<file path="config.mk">
export PLATFORM = sky130hd
export DESIGN_NAME = handshake_bitbang_byte_link
export DESIGN_NICKNAME = d
export VERILOG_FILES = /design/src/rtl/hbbl_pkg.sv /design/src/rtl/handshake_bitbang_byte_link.sv
export SDC_FILE = /design/constraint.sdc
export NUM_CORES = 1
export LEC_CHECK = 0
export BUFFER_PORTS_ARGS = -buffer_cell sky130_fd_sc_hd__buf_4
export CAP_MARGIN = 5
export CORE_MARGIN = 8
export CORE_UTILIZATION = 35
export DETAILED_ROUTE_END_ITERATION = 8
export PLACE_DENSITY = 0.57
export RECOVER_POWER = 50
export SYNTH_ARGS = -nofsm -noshare
export SYNTH_HDL_FRONTEND = slang
export SYNTH_SLANG_ARGS = --single-unit
</file>
<file path="constraint.sdc">
create_clock -name clk -period 6.6 [get_ports clk]
set_clock_uncertainty 0.1 [all_clocks]
set_input_delay 0.33 -clock clk [delete_from_list [all_inputs] [get_ports clk]]
set_output_delay 0.33 -clock clk [all_outputs]
set_load 0.03 [all_outputs]
</file>
<file path="src/rtl/hbbl_pkg.sv">
`timescale 1ns / 1ps
// ----------------------------------------------------------------------------
// hbbl_pkg
// Shared types and constants of the handshaked bit-banged byte link.
// ----------------------------------------------------------------------------
package hbbl_pkg;

    localparam int RING_DEPTH_DEF = 16;

    localparam int TDATA_W  = 16;
    localparam int CFG_AW   = 2;
    localparam int CFG_DW   = 20;
    localparam int TICK_W   = 20;
    localparam int PERIOD_W = 16;
    localparam int LIMIT_W  = 8;

    // configuration register indexes
    localparam logic [CFG_AW-1:0] CFG_BIT_PERIOD = 2'd0;
    localparam logic [CFG_AW-1:0] CFG_TIMEOUT    = 2'd1;
    localparam logic [CFG_AW-1:0] CFG_PRE_LIMIT  = 2'd2;

    localparam logic [PERIOD_W-1:0] BIT_PERIOD_RST = 16'd100;
    localparam logic [TICK_W-1:0]   TIMEOUT_RST    = 20'd10000;
    localparam logic [LIMIT_W-1:0]  PRE_LIMIT_RST  = 8'd16;

    // request codes
    localparam logic [1:0] CMD_TICK  = 2'd0;
    localparam logic [1:0] CMD_WRITE = 2'd1;
    localparam logic [1:0] CMD_READ  = 2'd2;

    // completion status codes
    localparam logic [2:0] ST_OK       = 3'd0;
    localparam logic [2:0] ST_TIMEOUT  = 3'd1;
    localparam logic [2:0] ST_FULL     = 3'd2;
    localparam logic [2:0] ST_PREREADS = 3'd3;
    localparam logic [2:0] ST_NOTHING  = 3'd4;

    localparam logic [3:0] BITS_PER_BYTE = 4'd8;

    typedef enum logic [9:0] {
        PH_IDLE    = 10'b0000000001,
        PH_W_CHECK = 10'b0000000010,
        PH_W_ACK   = 10'b0000000100,
        PH_W_BITS  = 10'b0000001000,
        PH_W_HIGH  = 10'b0000010000,
        PH_W_END   = 10'b0000100000,
        PH_R_LOW   = 10'b0001000000,
        PH_R_BITS  = 10'b0010000000,
        PH_R_TAIL  = 10'b0100000000,
        PH_R_HIGH  = 10'b1000000000
    } phase_t;

endpackage

</file>
<file path="src/rtl/handshake_bitbang_byte_link.sv">
`timescale 1ns / 1ps
// ----------------------------------------------------------------------------
// handshake_bitbang_byte_link
// Two-wire handshaked byte link engine, one tick request per line sample.
// ----------------------------------------------------------------------------
// Timing: an accepted request sits in the input register, then its result is
// loaded into the result register once that is free or being read; the ring
// head byte is prefetched into a register. Throughput: one request per cycle
// while the result output is not stalled, one result per request.
// Reset: asynchronous, active low; control registers return to their defaults, the
// engine goes idle with the line high and the ring empty. Ring contents are
// not cleared and need no clearing pass.
module handshake_bitbang_byte_link #(
    parameter int RING_DEPTH = hbbl_pkg::RING_DEPTH_DEF
) (
    input  logic                          clk,
    input  logic                          rst_n,
    input  logic                          s_axis_tvalid,
    output logic                          s_axis_tready,
    // [1:0] command, [9:2] tx_byte, [10] line_in, [15:11] zero
    input  logic [hbbl_pkg::TDATA_W-1:0]  s_axis_tdata,
    output logic                          m_axis_tvalid,
    input  logic                          m_axis_tready,
    // [0] line_out, [1] busy_res, [2] done_res, [5:3] status,
    // [13:6] rx_data, [14] rx_valid, [15] available
    output logic [hbbl_pkg::TDATA_W-1:0]  m_axis_tdata,
    input  logic                          cfg_we,
    input  logic [hbbl_pkg::CFG_AW-1:0]   cfg_addr,
    input  logic [hbbl_pkg::CFG_DW-1:0]   cfg_wdata
);
    import hbbl_pkg::*;

    localparam int AW = (RING_DEPTH > 1) ? $clog2(RING_DEPTH) : 1;
    localparam logic [AW-1:0] RING_LAST = AW'(RING_DEPTH - 1);

    // configuration
    logic [PERIOD_W-1:0] bit_period_reg;
    logic [TICK_W-1:0]   timeout_reg;
    logic [LIMIT_W-1:0]  pre_limit_reg;

    // handshake stages
    logic                in_valid_reg;
    logic [TDATA_W-1:0]  in_data_reg;
    logic                out_valid_reg;
    logic [TDATA_W-1:0]  out_data_reg;
    logic                adv;

    // engine state
    phase_t              phase_reg, phase_next;
    logic [TICK_W-1:0]   tick_reg, tick_next;
    logic [3:0]          bit_idx_reg, bit_idx_next;
    logic [7:0]          shift_reg, shift_next;
    logic [7:0]          rx_acc_reg, rx_acc_next;
    logic [LIMIT_W-1:0]  pre_cnt_reg, pre_cnt_next;
    logic                pend_wr_reg, pend_wr_next;
    logic [AW-1:0]       head_reg, head_next;
    logic [AW-1:0]       tail_reg, tail_next;
    logic                drive_reg, drive_next;

    // ring memory and prefetched head byte
    logic [7:0]          ring_mem [RING_DEPTH];
    logic [7:0]          head_data_reg;
    logic [AW-1:0]       head_addr;
    logic                mem_we;

    // per-step values
    logic [1:0]          cmd;
    logic [7:0]          txb;
    logic                line;
    logic                done;
    logic [2:0]          st;
    logic [7:0]          rxd;
    logic                rxv;
    logic [AW-1:0]       tail_inc;
    logic [TICK_W-1:0]   tick_dec;
    logic [TICK_W-1:0]   period_ext;
    logic [TDATA_W-1:0]  result;

    assign cmd  = in_data_reg[1:0];
    assign txb  = in_data_reg[9:2];
    assign line = in_data_reg[10];

    assign adv           = in_valid_reg && (!out_valid_reg || m_axis_tready);
    assign s_axis_tready = !in_valid_reg || adv;
    assign m_axis_tvalid = out_valid_reg;
    assign m_axis_tdata  = out_data_reg;

    assign period_ext = {{(TICK_W-PERIOD_W){1'b0}}, bit_period_reg};
    assign tick_dec   = (tick_reg > '0) ? tick_reg - 1'b1 : '0;
    assign tail_inc   = (tail_reg == RING_LAST) ? '0 : tail_reg + 1'b1;
    assign head_addr  = adv ? head_next : head_reg;

    always_comb
    begin
        phase_next   = phase_reg;
        tick_next    = tick_reg;
        bit_idx_next = bit_idx_reg;
        shift_next   = shift_reg;
        rx_acc_next  = rx_acc_reg;
        pre_cnt_next = pre_cnt_reg;
        pend_wr_next = pend_wr_reg;
        head_next    = head_reg;
        tail_next    = tail_reg;
        drive_next   = drive_reg;
        done         = 1'b0;
        st           = ST_OK;
        rxd          = '0;
        rxv          = 1'b0;
        mem_we       = 1'b0;

        if (phase_reg == PH_IDLE)
        begin
            if (cmd == CMD_WRITE)
            begin
                shift_next   = txb;
                pend_wr_next = 1'b1;
                pre_cnt_next = '0;
                phase_next   = PH_W_CHECK;
            end
            else if (cmd == CMD_READ)
            begin
                pend_wr_next = 1'b0;
                if (head_reg != tail_reg)
                begin
                    rxd       = head_data_reg;
                    rxv       = 1'b1;
                    head_next = (head_reg == RING_LAST) ? '0 : head_reg + 1'b1;
                    done      = 1'b1;
                end
                else
                begin
                    tick_next  = '0;
                    phase_next = PH_R_LOW;
                end
            end
        end

        case (phase_next)
            PH_W_CHECK:
            begin
                drive_next = 1'b0;
                if (!line)
                begin
                    // remote is already sending: absorb its byte first
                    rx_acc_next  = '0;
                    bit_idx_next = '0;
                    tick_next    = {5'd0, bit_period_reg[PERIOD_W-1:1]};
                    phase_next   = PH_R_BITS;
                end
                else
                begin
                    tick_next  = '0;
                    phase_next = PH_W_ACK;
                end
            end
            PH_W_ACK:
            begin
                if (!line)
                begin
                    bit_idx_next = '0;
                    drive_next   = shift_reg[0];
                    tick_next    = period_ext;
                    phase_next   = PH_W_BITS;
                end
                else if (tick_next >= timeout_reg)
                begin
                    done = 1'b1;
                    st   = ST_TIMEOUT;
                end
                else
                begin
                    tick_next = tick_next + 1'b1;
                end
            end
            PH_W_BITS:
            begin
                tick_next = tick_dec;
                if (tick_dec == '0)
                begin
                    bit_idx_next = bit_idx_reg + 1'b1;
                    if (bit_idx_next >= BITS_PER_BYTE)
                    begin
                        phase_next = PH_W_HIGH;
                    end
                    else
                    begin
                        drive_next = shift_reg[bit_idx_next[2:0]];
                        tick_next  = period_ext;
                    end
                end
            end
            PH_W_HIGH:
            begin
                if (line)
                begin
                    drive_next = 1'b1;
                    tick_next  = (period_ext << 2) + period_ext;
                    phase_next = PH_W_END;
                end
                else if (tick_reg >= timeout_reg)
                begin
                    done = 1'b1;
                    st   = ST_TIMEOUT;
                end
                else
                begin
                    tick_next = tick_reg + 1'b1;
                end
            end
            PH_W_END:
            begin
                tick_next = tick_dec;
                if (tick_dec == '0)
                begin
                    done = 1'b1;
                end
            end
            PH_R_LOW:
            begin
                if (!line)
                begin
                    drive_next   = 1'b0;
                    rx_acc_next  = '0;
                    bit_idx_next = '0;
                    tick_next    = {5'd0, bit_period_reg[PERIOD_W-1:1]};
                    phase_next   = PH_R_BITS;
                end
                else if (tick_next >= timeout_reg)
                begin
                    done = 1'b1;
                    st   = ST_NOTHING;
                end
                else
                begin
                    tick_next = tick_next + 1'b1;
                end
            end
            PH_R_BITS:
            begin
                tick_next = tick_dec;
                if (tick_dec == '0)
                begin
                    rx_acc_next[bit_idx_reg[2:0]] = line;
                    bit_idx_next = bit_idx_reg + 1'b1;
                    tick_next    = period_ext;
                    if (bit_idx_next >= BITS_PER_BYTE)
                    begin
                        phase_next = PH_R_TAIL;
                    end
                end
            end
            PH_R_TAIL:
            begin
                tick_next = tick_dec;
                if (tick_dec == '0)
                begin
                    drive_next = 1'b1;
                    phase_next = PH_R_HIGH;
                end
            end
            PH_R_HIGH:
            begin
                if (line)
                begin
                    if (tail_inc == head_reg)
                    begin
                        done = 1'b1;
                        st   = ST_FULL;
                    end
                    else
                    begin
                        mem_we    = 1'b1;
                        tail_next = tail_inc;
                        if (pend_wr_reg)
                        begin
                            pre_cnt_next = pre_cnt_reg + 1'b1;
                            if (pre_cnt_next >= pre_limit_reg)
                            begin
                                done = 1'b1;
                                st   = ST_PREREADS;
                            end
                            else
                            begin
                                tick_next  = '0;
                                phase_next = PH_W_CHECK;
                            end
                        end
                        else
                        begin
                            // on an empty ring the new byte is the head byte
                            rxd       = (head_reg == tail_reg) ? rx_acc_reg : head_data_reg;
                            rxv       = 1'b1;
                            head_next = (head_reg == RING_LAST) ? '0 : head_reg + 1'b1;
                            done      = 1'b1;
                        end
                    end
                end
                else if (tick_reg >= timeout_reg)
                begin
                    done = 1'b1;
                    st   = ST_TIMEOUT;
                end
                else
                begin
                    tick_next = tick_reg + 1'b1;
                end
            end
            default:
            begin
            end
        endcase

        if (done)
        begin
            if (st != ST_OK)
            begin
                drive_next = 1'b1;
            end
            phase_next   = PH_IDLE;
            pend_wr_next = 1'b0;
            tick_next    = '0;
        end

        result = {(head_next != tail_next) || !line, rxv, rxd, st, done,
                  phase_next != PH_IDLE, drive_next};
    end

    always_ff @(posedge clk or negedge rst_n)
    begin
        if (!rst_n)
        begin
            bit_period_reg <= BIT_PERIOD_RST;
            timeout_reg    <= TIMEOUT_RST;
            pre_limit_reg  <= PRE_LIMIT_RST;
        end
        else if (cfg_we)
        begin
            case (cfg_addr)
                CFG_BIT_PERIOD: bit_period_reg <= cfg_wdata[PERIOD_W-1:0];
                CFG_TIMEOUT:    timeout_reg    <= cfg_wdata[TICK_W-1:0];
                CFG_PRE_LIMIT:  pre_limit_reg  <= cfg_wdata[LIMIT_W-1:0];
                default:
                begin
                end
            endcase
        end
    end

    always_ff @(posedge clk or negedge rst_n)
    begin
        if (!rst_n)
        begin
            in_valid_reg  <= 1'b0;
            out_valid_reg <= 1'b0;
        end
        else
        begin
            if (s_axis_tvalid && s_axis_tready)
            begin
                in_valid_reg <= 1'b1;
            end
            else if (adv)
            begin
                in_valid_reg <= 1'b0;
            end
            if (adv)
            begin
                out_valid_reg <= 1'b1;
            end
            else if (m_axis_tready)
            begin
                out_valid_reg <= 1'b0;
            end
        end
    end

    always_ff @(posedge clk)
    begin
        if (s_axis_tvalid && s_axis_tready)
        begin
            in_data_reg <= s_axis_tdata;
        end
        if (adv)
        begin
            out_data_reg <= result;
        end
    end

    always_ff @(posedge clk or negedge rst_n)
    begin
        if (!rst_n)
        begin
            phase_reg   <= PH_IDLE;
            tick_reg    <= '0;
            bit_idx_reg <= '0;
            shift_reg   <= '0;
            rx_acc_reg  <= '0;
            pre_cnt_reg <= '0;
            pend_wr_reg <= 1'b0;
            head_reg    <= '0;
            tail_reg    <= '0;
            drive_reg   <= 1'b1;
        end
        else if (adv)
        begin
            phase_reg   <= phase_next;
            tick_reg    <= tick_next;
            bit_idx_reg <= bit_idx_next;
            shift_reg   <= shift_next;
            rx_acc_reg  <= rx_acc_next;
            pre_cnt_reg <= pre_cnt_next;
            pend_wr_reg <= pend_wr_next;
            head_reg    <= head_next;
            tail_reg    <= tail_next;
            drive_reg   <= drive_next;
        end
    end

    // ring write at tail; keep head byte prefetched, bypass a write to it
    always_ff @(posedge clk)
    begin
        if (adv && mem_we)
        begin
            ring_mem[tail_reg] <= rx_acc_reg;
        end
        if (adv && mem_we && (tail_reg == head_addr))
        begin
            head_data_reg <= rx_acc_reg;
        end
        else
        begin
            head_data_reg <= ring_mem[head_addr];
        end
    end

endmodule

</file>
# == Word-level counts from Yosys, hierarchy flattened ==
# Memories as Yosys holds them, arrays and structs flattened. A register that Yosys moved wholly into a read port is not among the register bits.
# Index checks and enable logic that the tools add are counted.
# W data, S select, Z words.
# totals
ff_bits,141
mem_bits_rw,128
input_bits,43
out_inout_bits,18
wordCells,220
n_memories,1
# op_classes
add_sub_neg,8
n_lt_le_gt_ge,8
eq_ne,25
n_mux,130
n_reduce_logical,31
# mem_list
name,depth,width,rd,rd_ports_with_merged_regs,wr,line_no,rtl
ring_mem,16,8,1,1,1,handshake_bitbang_byte_link.sv:61,logic [7:0] ring_mem [RING_DEPTH];
# op_table
cell,n
$mux W20,18
$mux W10,17
$pmux W20 S8,1
$mux W8,18
$pmux W10 S8,1
$mux W4,16
$mux W1,44
$add A20 B1 Y20 const B,2
$ge A20 B20 Y1,2
$gt A20 B1 Y1 const B,1
$logic_not A20 Y1,1
$sub A20 B1 Y20 const B,1
$add A18 B16 Y19,1
$pmux W8 S2,1
$mux W15,1
$add A4 B1 Y4 const B,3
$pmux W3 S4,1
$eq A10 B1 Y1 const B,1
$eq A10 B10 Y1 const B,1
$eq A10 B2 Y1 const B,1
$eq A10 B3 Y1 const B,1
$eq A10 B4 Y1 const B,1
$eq A10 B5 Y1 const B,1
$eq A10 B6 Y1 const B,1
other kinds (35),66

# == Depth between registers and ports, before layout ==
# logic_depth
ltp_word,12
depth_mapped,20
depth_no_buf,16

# == Worst setup path after synthesis ==
# Ideal clock, no wire load.
# synth_timing
kind,register to register
startpoint,reg phase_reg[5]
endpoint,"reg out_data_reg[1], in the netlist m_axis_tdata[1] (data pin)"
setup_time_ns,0.269
t_arrival_ns,4.454
required_ns,6.231
path_slack_ns,1.777
stages_incl_launch_ff,19
n_path_buf,4
synth_period_minus_slack_ns,4.823
path_cell_list,dfrtp_1 -> clkbuf_1 -> or4_1 -> clkbuf_1 -> nor4_1 -> nor2b_1 -> clkbuf_1 -> nor2_1 -> ha_1 -> o21ai_0 -> a21oi_1 -> a211oi_1 -> a2111oi_0 -> nor2_1 -> o211ai_1 -> nor2_2 -> buf_4 -> o21ai_0 -> o211ai_1
# synth_between
elab_chain_len,11
word_cells_on_any_way,43
classes_between,order compare (1); eq/ne (11); mux (30); reduce/logical (1)
# synth_lines
element,line_no,rtl
from (decl),handshake_bitbang_byte_link.sv:49,"phase_t phase_reg, phase_next;"
from (signal assigned),handshake_bitbang_byte_link.sv:406,phase_reg <= phase_next;
"parallel branches: the longest is 9 deep, another holds $ge A20 B20 Y1",--,
$mux W10 (*),handshake_bitbang_byte_link.sv:313,if (done)
$ne A10 B1 Y1 (*),handshake_bitbang_byte_link.sv:325,"phase_next != PH_IDLE, drive_next};"
net result[1],handshake_bitbang_byte_link.sv:77,logic [TDATA_W-1:0] result;
to (signal assigned),handshake_bitbang_byte_link.sv:385,out_data_reg <= result;
to (decl),handshake_bitbang_byte_link.sv:45,logic [TDATA_W-1:0] out_data_reg;
# Mark *: on every way through the listed nets, which the timed path passes.
# A chain may end at the register's enable or synchronous reset.

# == Final worst setup path ==
# layout_timing
startpoint,reg phase_reg[4]
endpoint,reg tick_reg[2]
# layout_between
elab_chain_len,8
word_cells_on_any_way,41
classes_between,add/sub (1); order compare (1); eq/ne (10); mux (27); reduce/logical (2)
# layout_lines
element,line_no,rtl
"parallel branches: the longest is 6 deep, another holds $ge A20 B20 Y1",--,
$pmux W1 S4 (*),handshake_bitbang_byte_link.sv:138,case (phase_next)
net done,handshake_bitbang_byte_link.sv:70,logic done;
$mux W20 (*),handshake_bitbang_byte_link.sv:313,
to (signal assigned),handshake_bitbang_byte_link.sv:407,tick_reg <= tick_next;
to (decl),handshake_bitbang_byte_link.sv:50,"logic [TICK_W-1:0] tick_reg, tick_next;"
# Marks and branches as above.

==> run summary <==
DR vias: 13300
Top Layer Used: met4
Reg clk slew, reported paths: 0.06 ns
Detail Route met2 WL: 24.8 mm
violated checks: max-capacitance violations, max-slew violations
Critical Path AT: 5.80 ns
synth warn: 0
Final TNS setup: 0 ns
Antenna Cells: 0
R2R cell count: 16
antenna-violating nets left: 0
Final WS setup: 1.23 ns
R2R Path End: tick_reg[2]$_DFFE_PN0P_
commonest cells in the synthesized netlist: edfxtp_1, nand2_1, nor2_1
r2r setup slk: 1.23 ns
CTS tree: done
Clock Latency Late Sink: 0.60 ns
Critical Path Start Type: flip-flop
Largest register FFs: 128
outcome: complete, but fails checks
cts hold-fix bufs: 35
Post-synth EDFFs: 155
R2R Path Start: phase_reg[4]$_DFFE_PN0P_
Max rail drop VDD: 0.193 mV
CP Max Fanout: 14
unrepaired setup endpoints after global routing: false
metal3 WL: 3.44 mm
max_cap viols: 2
Critical Path RT: 7.03 ns
most frequent cell after synthesis: edfxtp_1
cell count after synthesis: 1577
Chip Width: 234 um
Die Ht: 234 um
GRT Total Usage: 18.8%
Placement Setup Slack: 1.34 ns
total grt overflow: 0
Mean Syn Cell Area: 10.5 um2
initial DRC count: 1206
Core Area: 47200 um2
ys flop type: edfxtp_1
crit path capture type: flip-flop
Post-Layout Cell Count: 2271
worst hold path class: input port to flip-flop
Clock H-tree levels: 1
first-pass iteration count of the detailed router: 5
gpl congestion: 0.966
total wire length after detailed routing: 51.9 mm
Post-layout nets: 1749
ys async rst share: 41.8%
Initial Utilization: 35.2%
Synth top area share: 28.0%
wire per inst: 22.8 um
area leader, netlist: edfxtp_1
first-pass GRT wire length: 79.8 mm
minimum clock period: 5.37 ns
Core Util, Final: 40.0%
Final setup viols: 0
DRC viols: 0
Total Die Area: 54700 um2
leakage: 7.23 nW
met1 wire length: 21.8 mm
drt via density: 5.86
Layout Area Growth over Synthesis: 13.7%
sequential-to-total area share from yosys stat: 45.8%
PortBufs: 55
Clock Sinks: 273
Synth cell types: 93
highest achievable clock rate: 186 MHz
largest net degree at the start of global routing: 65
synthesized net count: 1694
worst hold stages: 4
Synth Register Bits: 273
fraction of layout cells with a size suffix above 1: 15.5%
CTS root buffer: clkbuf_16
Least-Margin Pin Slew: 3.00 ns
I/O pin count: 61
Placed Instances: 2180
fillers: 4661
Final Cycle Share: 81.3%
initial antenna violation count: 0
Core Rows: 80
Post-Syn Area: 16600 um2
Setup CP Type: flip-flop to flip-flop
post-CTS sizing: 0
Area contributors post-synth: edfxtp_1, dfrtp_1, mux4_2
Cell Pwr Density: 357 nW/um2
# Post-CTS Setup Buffers: 0
Clock Path Buffers: 3
Worst Hold Launch: cfg_addr[1]
final number of max-transition violations: 117
Total Power: 6.74 mW
CTS buffer count: 30
final hold vios: 0
DP Wirelength: 36.2 mm
number of global-route vias before repair: 13200
WHS Endpoint: bit_period_reg[10]$_DFFE_PN0P_
relative slew slack: -100%
through the flow:
stage	instance area (um2)	hold WS, ns
3_5_place_dp	17700	0.326
6_report	18900	0.319
5_1_grt	18900	0.347
2_1_floorplan	16600	-0.0656
3_3_place_gp	17700	0.329
4_1_cts	19000	0.239
placed cells by master, fill, tap and decap left out, types with 9 or more instances in the layout:
cell,instances
edfxtp_1,155
nand2_1,120
nor2_1,113
o21ai_0,107
dfrtp_1,103
a21oi_1,77
ha_1,73
inv_1,61
mux2_2,55
buf_4,54
xnor2_1,48
nand3_1,44
mux4_2,42
nor3_1,39
dlygate4sd3_1,35
clkbuf_16,30
clkbuf_1,30
nand4_1,28
nor4_1,23
and2_1,22
xor2_1,21
a211oi_1,21
and3_1,19
a31oi_1,18
o22ai_1,17
o211ai_1,16
nand2b_1,12
nor2b_1,12
o31ai_1,12
clkbuf_4,12
a21o_1,10
or3_1,9
a32o_1,9
final cells by class:
cell class | count | area [um2] | share of cell area, %
multi-input combinational | 1139 | 8380 | 44.4
sequential | 273 | 7600 | 40.3
timing repair buffer | 124 | 933 | 4.94
clock buffer | 38 | 781 | 4.14
tap | 615 | 769 | 4.08
inverter | 64 | 240 | 1.27
clock inverter | 18 | 173 | 0.915
routing by layer:
| metal | GRT usage [%] | vias to the layer above |
|---|---|---|
| met4 | 6.04 | 0 |
| met2 | 31.4 | 513 |
| li1 | - | 6101 |
| met5 | 0 | - |
| met1 | 24.6 | 6572 |
| met3 | 3.08 | 111 |
worst max-delay path, stage by stage, from the launching register on:
cell and delay [ns]:
dfrtp_1 0.50, or4_1 0.72, nor4_1 0.40, nand2b_1 0.35
buf_4 0.33, and2_1 0.23, ha_1 0.30, a211oi_1 0.24
o22ai_1 0.12, nor3_1 0.24, a2111oi_2 0.15, nor2_1 0.24
o211ai_1 0.20, nor2_2 0.45, inv_2 0.22, o41ai_2 0.34
a22o_1 0.17
kinds of logic after synthesis:
family / synth area share [%]
AOI/OAI and AO/OA: 15.5
xor gates and xnor gates: 3.78
adders and majority gates: 5.62
buffers and inverters: 3.92
DFF: 45.8
muxes: 9.76
and+or+nand+nor: 15.6
how the worst max path moves through the flow:
stage / startpoint / endpoint / slack (ns) / cells after the start
2_1_floorplan: phase_reg[5]$_DFFE_PN0P_ / m_axis_tdata[1]$_DFFE_PP_ / 1.78 / 18
3_3_place_gp: phase_reg[4]$_DFFE_PN0P_ / tick_reg[2]$_DFFE_PN0P_ / 1.38 / 16
3_5_place_dp: phase_reg[4]$_DFFE_PN0P_ / tick_reg[2]$_DFFE_PN0P_ / 1.34 / 16
4_1_cts: phase_reg[4]$_DFFE_PN0P_ / tick_reg[2]$_DFFE_PN0P_ / 1.30 / 16
5_1_grt: phase_reg[4]$_DFFE_PN0P_ / tick_reg[2]$_DFFE_PN0P_ / 0.96 / 16
6_report: phase_reg[4]$_DFFE_PN0P_ / tick_reg[2]$_DFFE_PN0P_ / 1.23 / 16
power by group:
group          internal, mW  leakage (nW)  switching, mW
Sequential             2.00          3.11          0.448
Combinational          1.09          3.66           1.57
Clock                 0.921         0.463          0.715
Power figures use the tool's default switching activity.
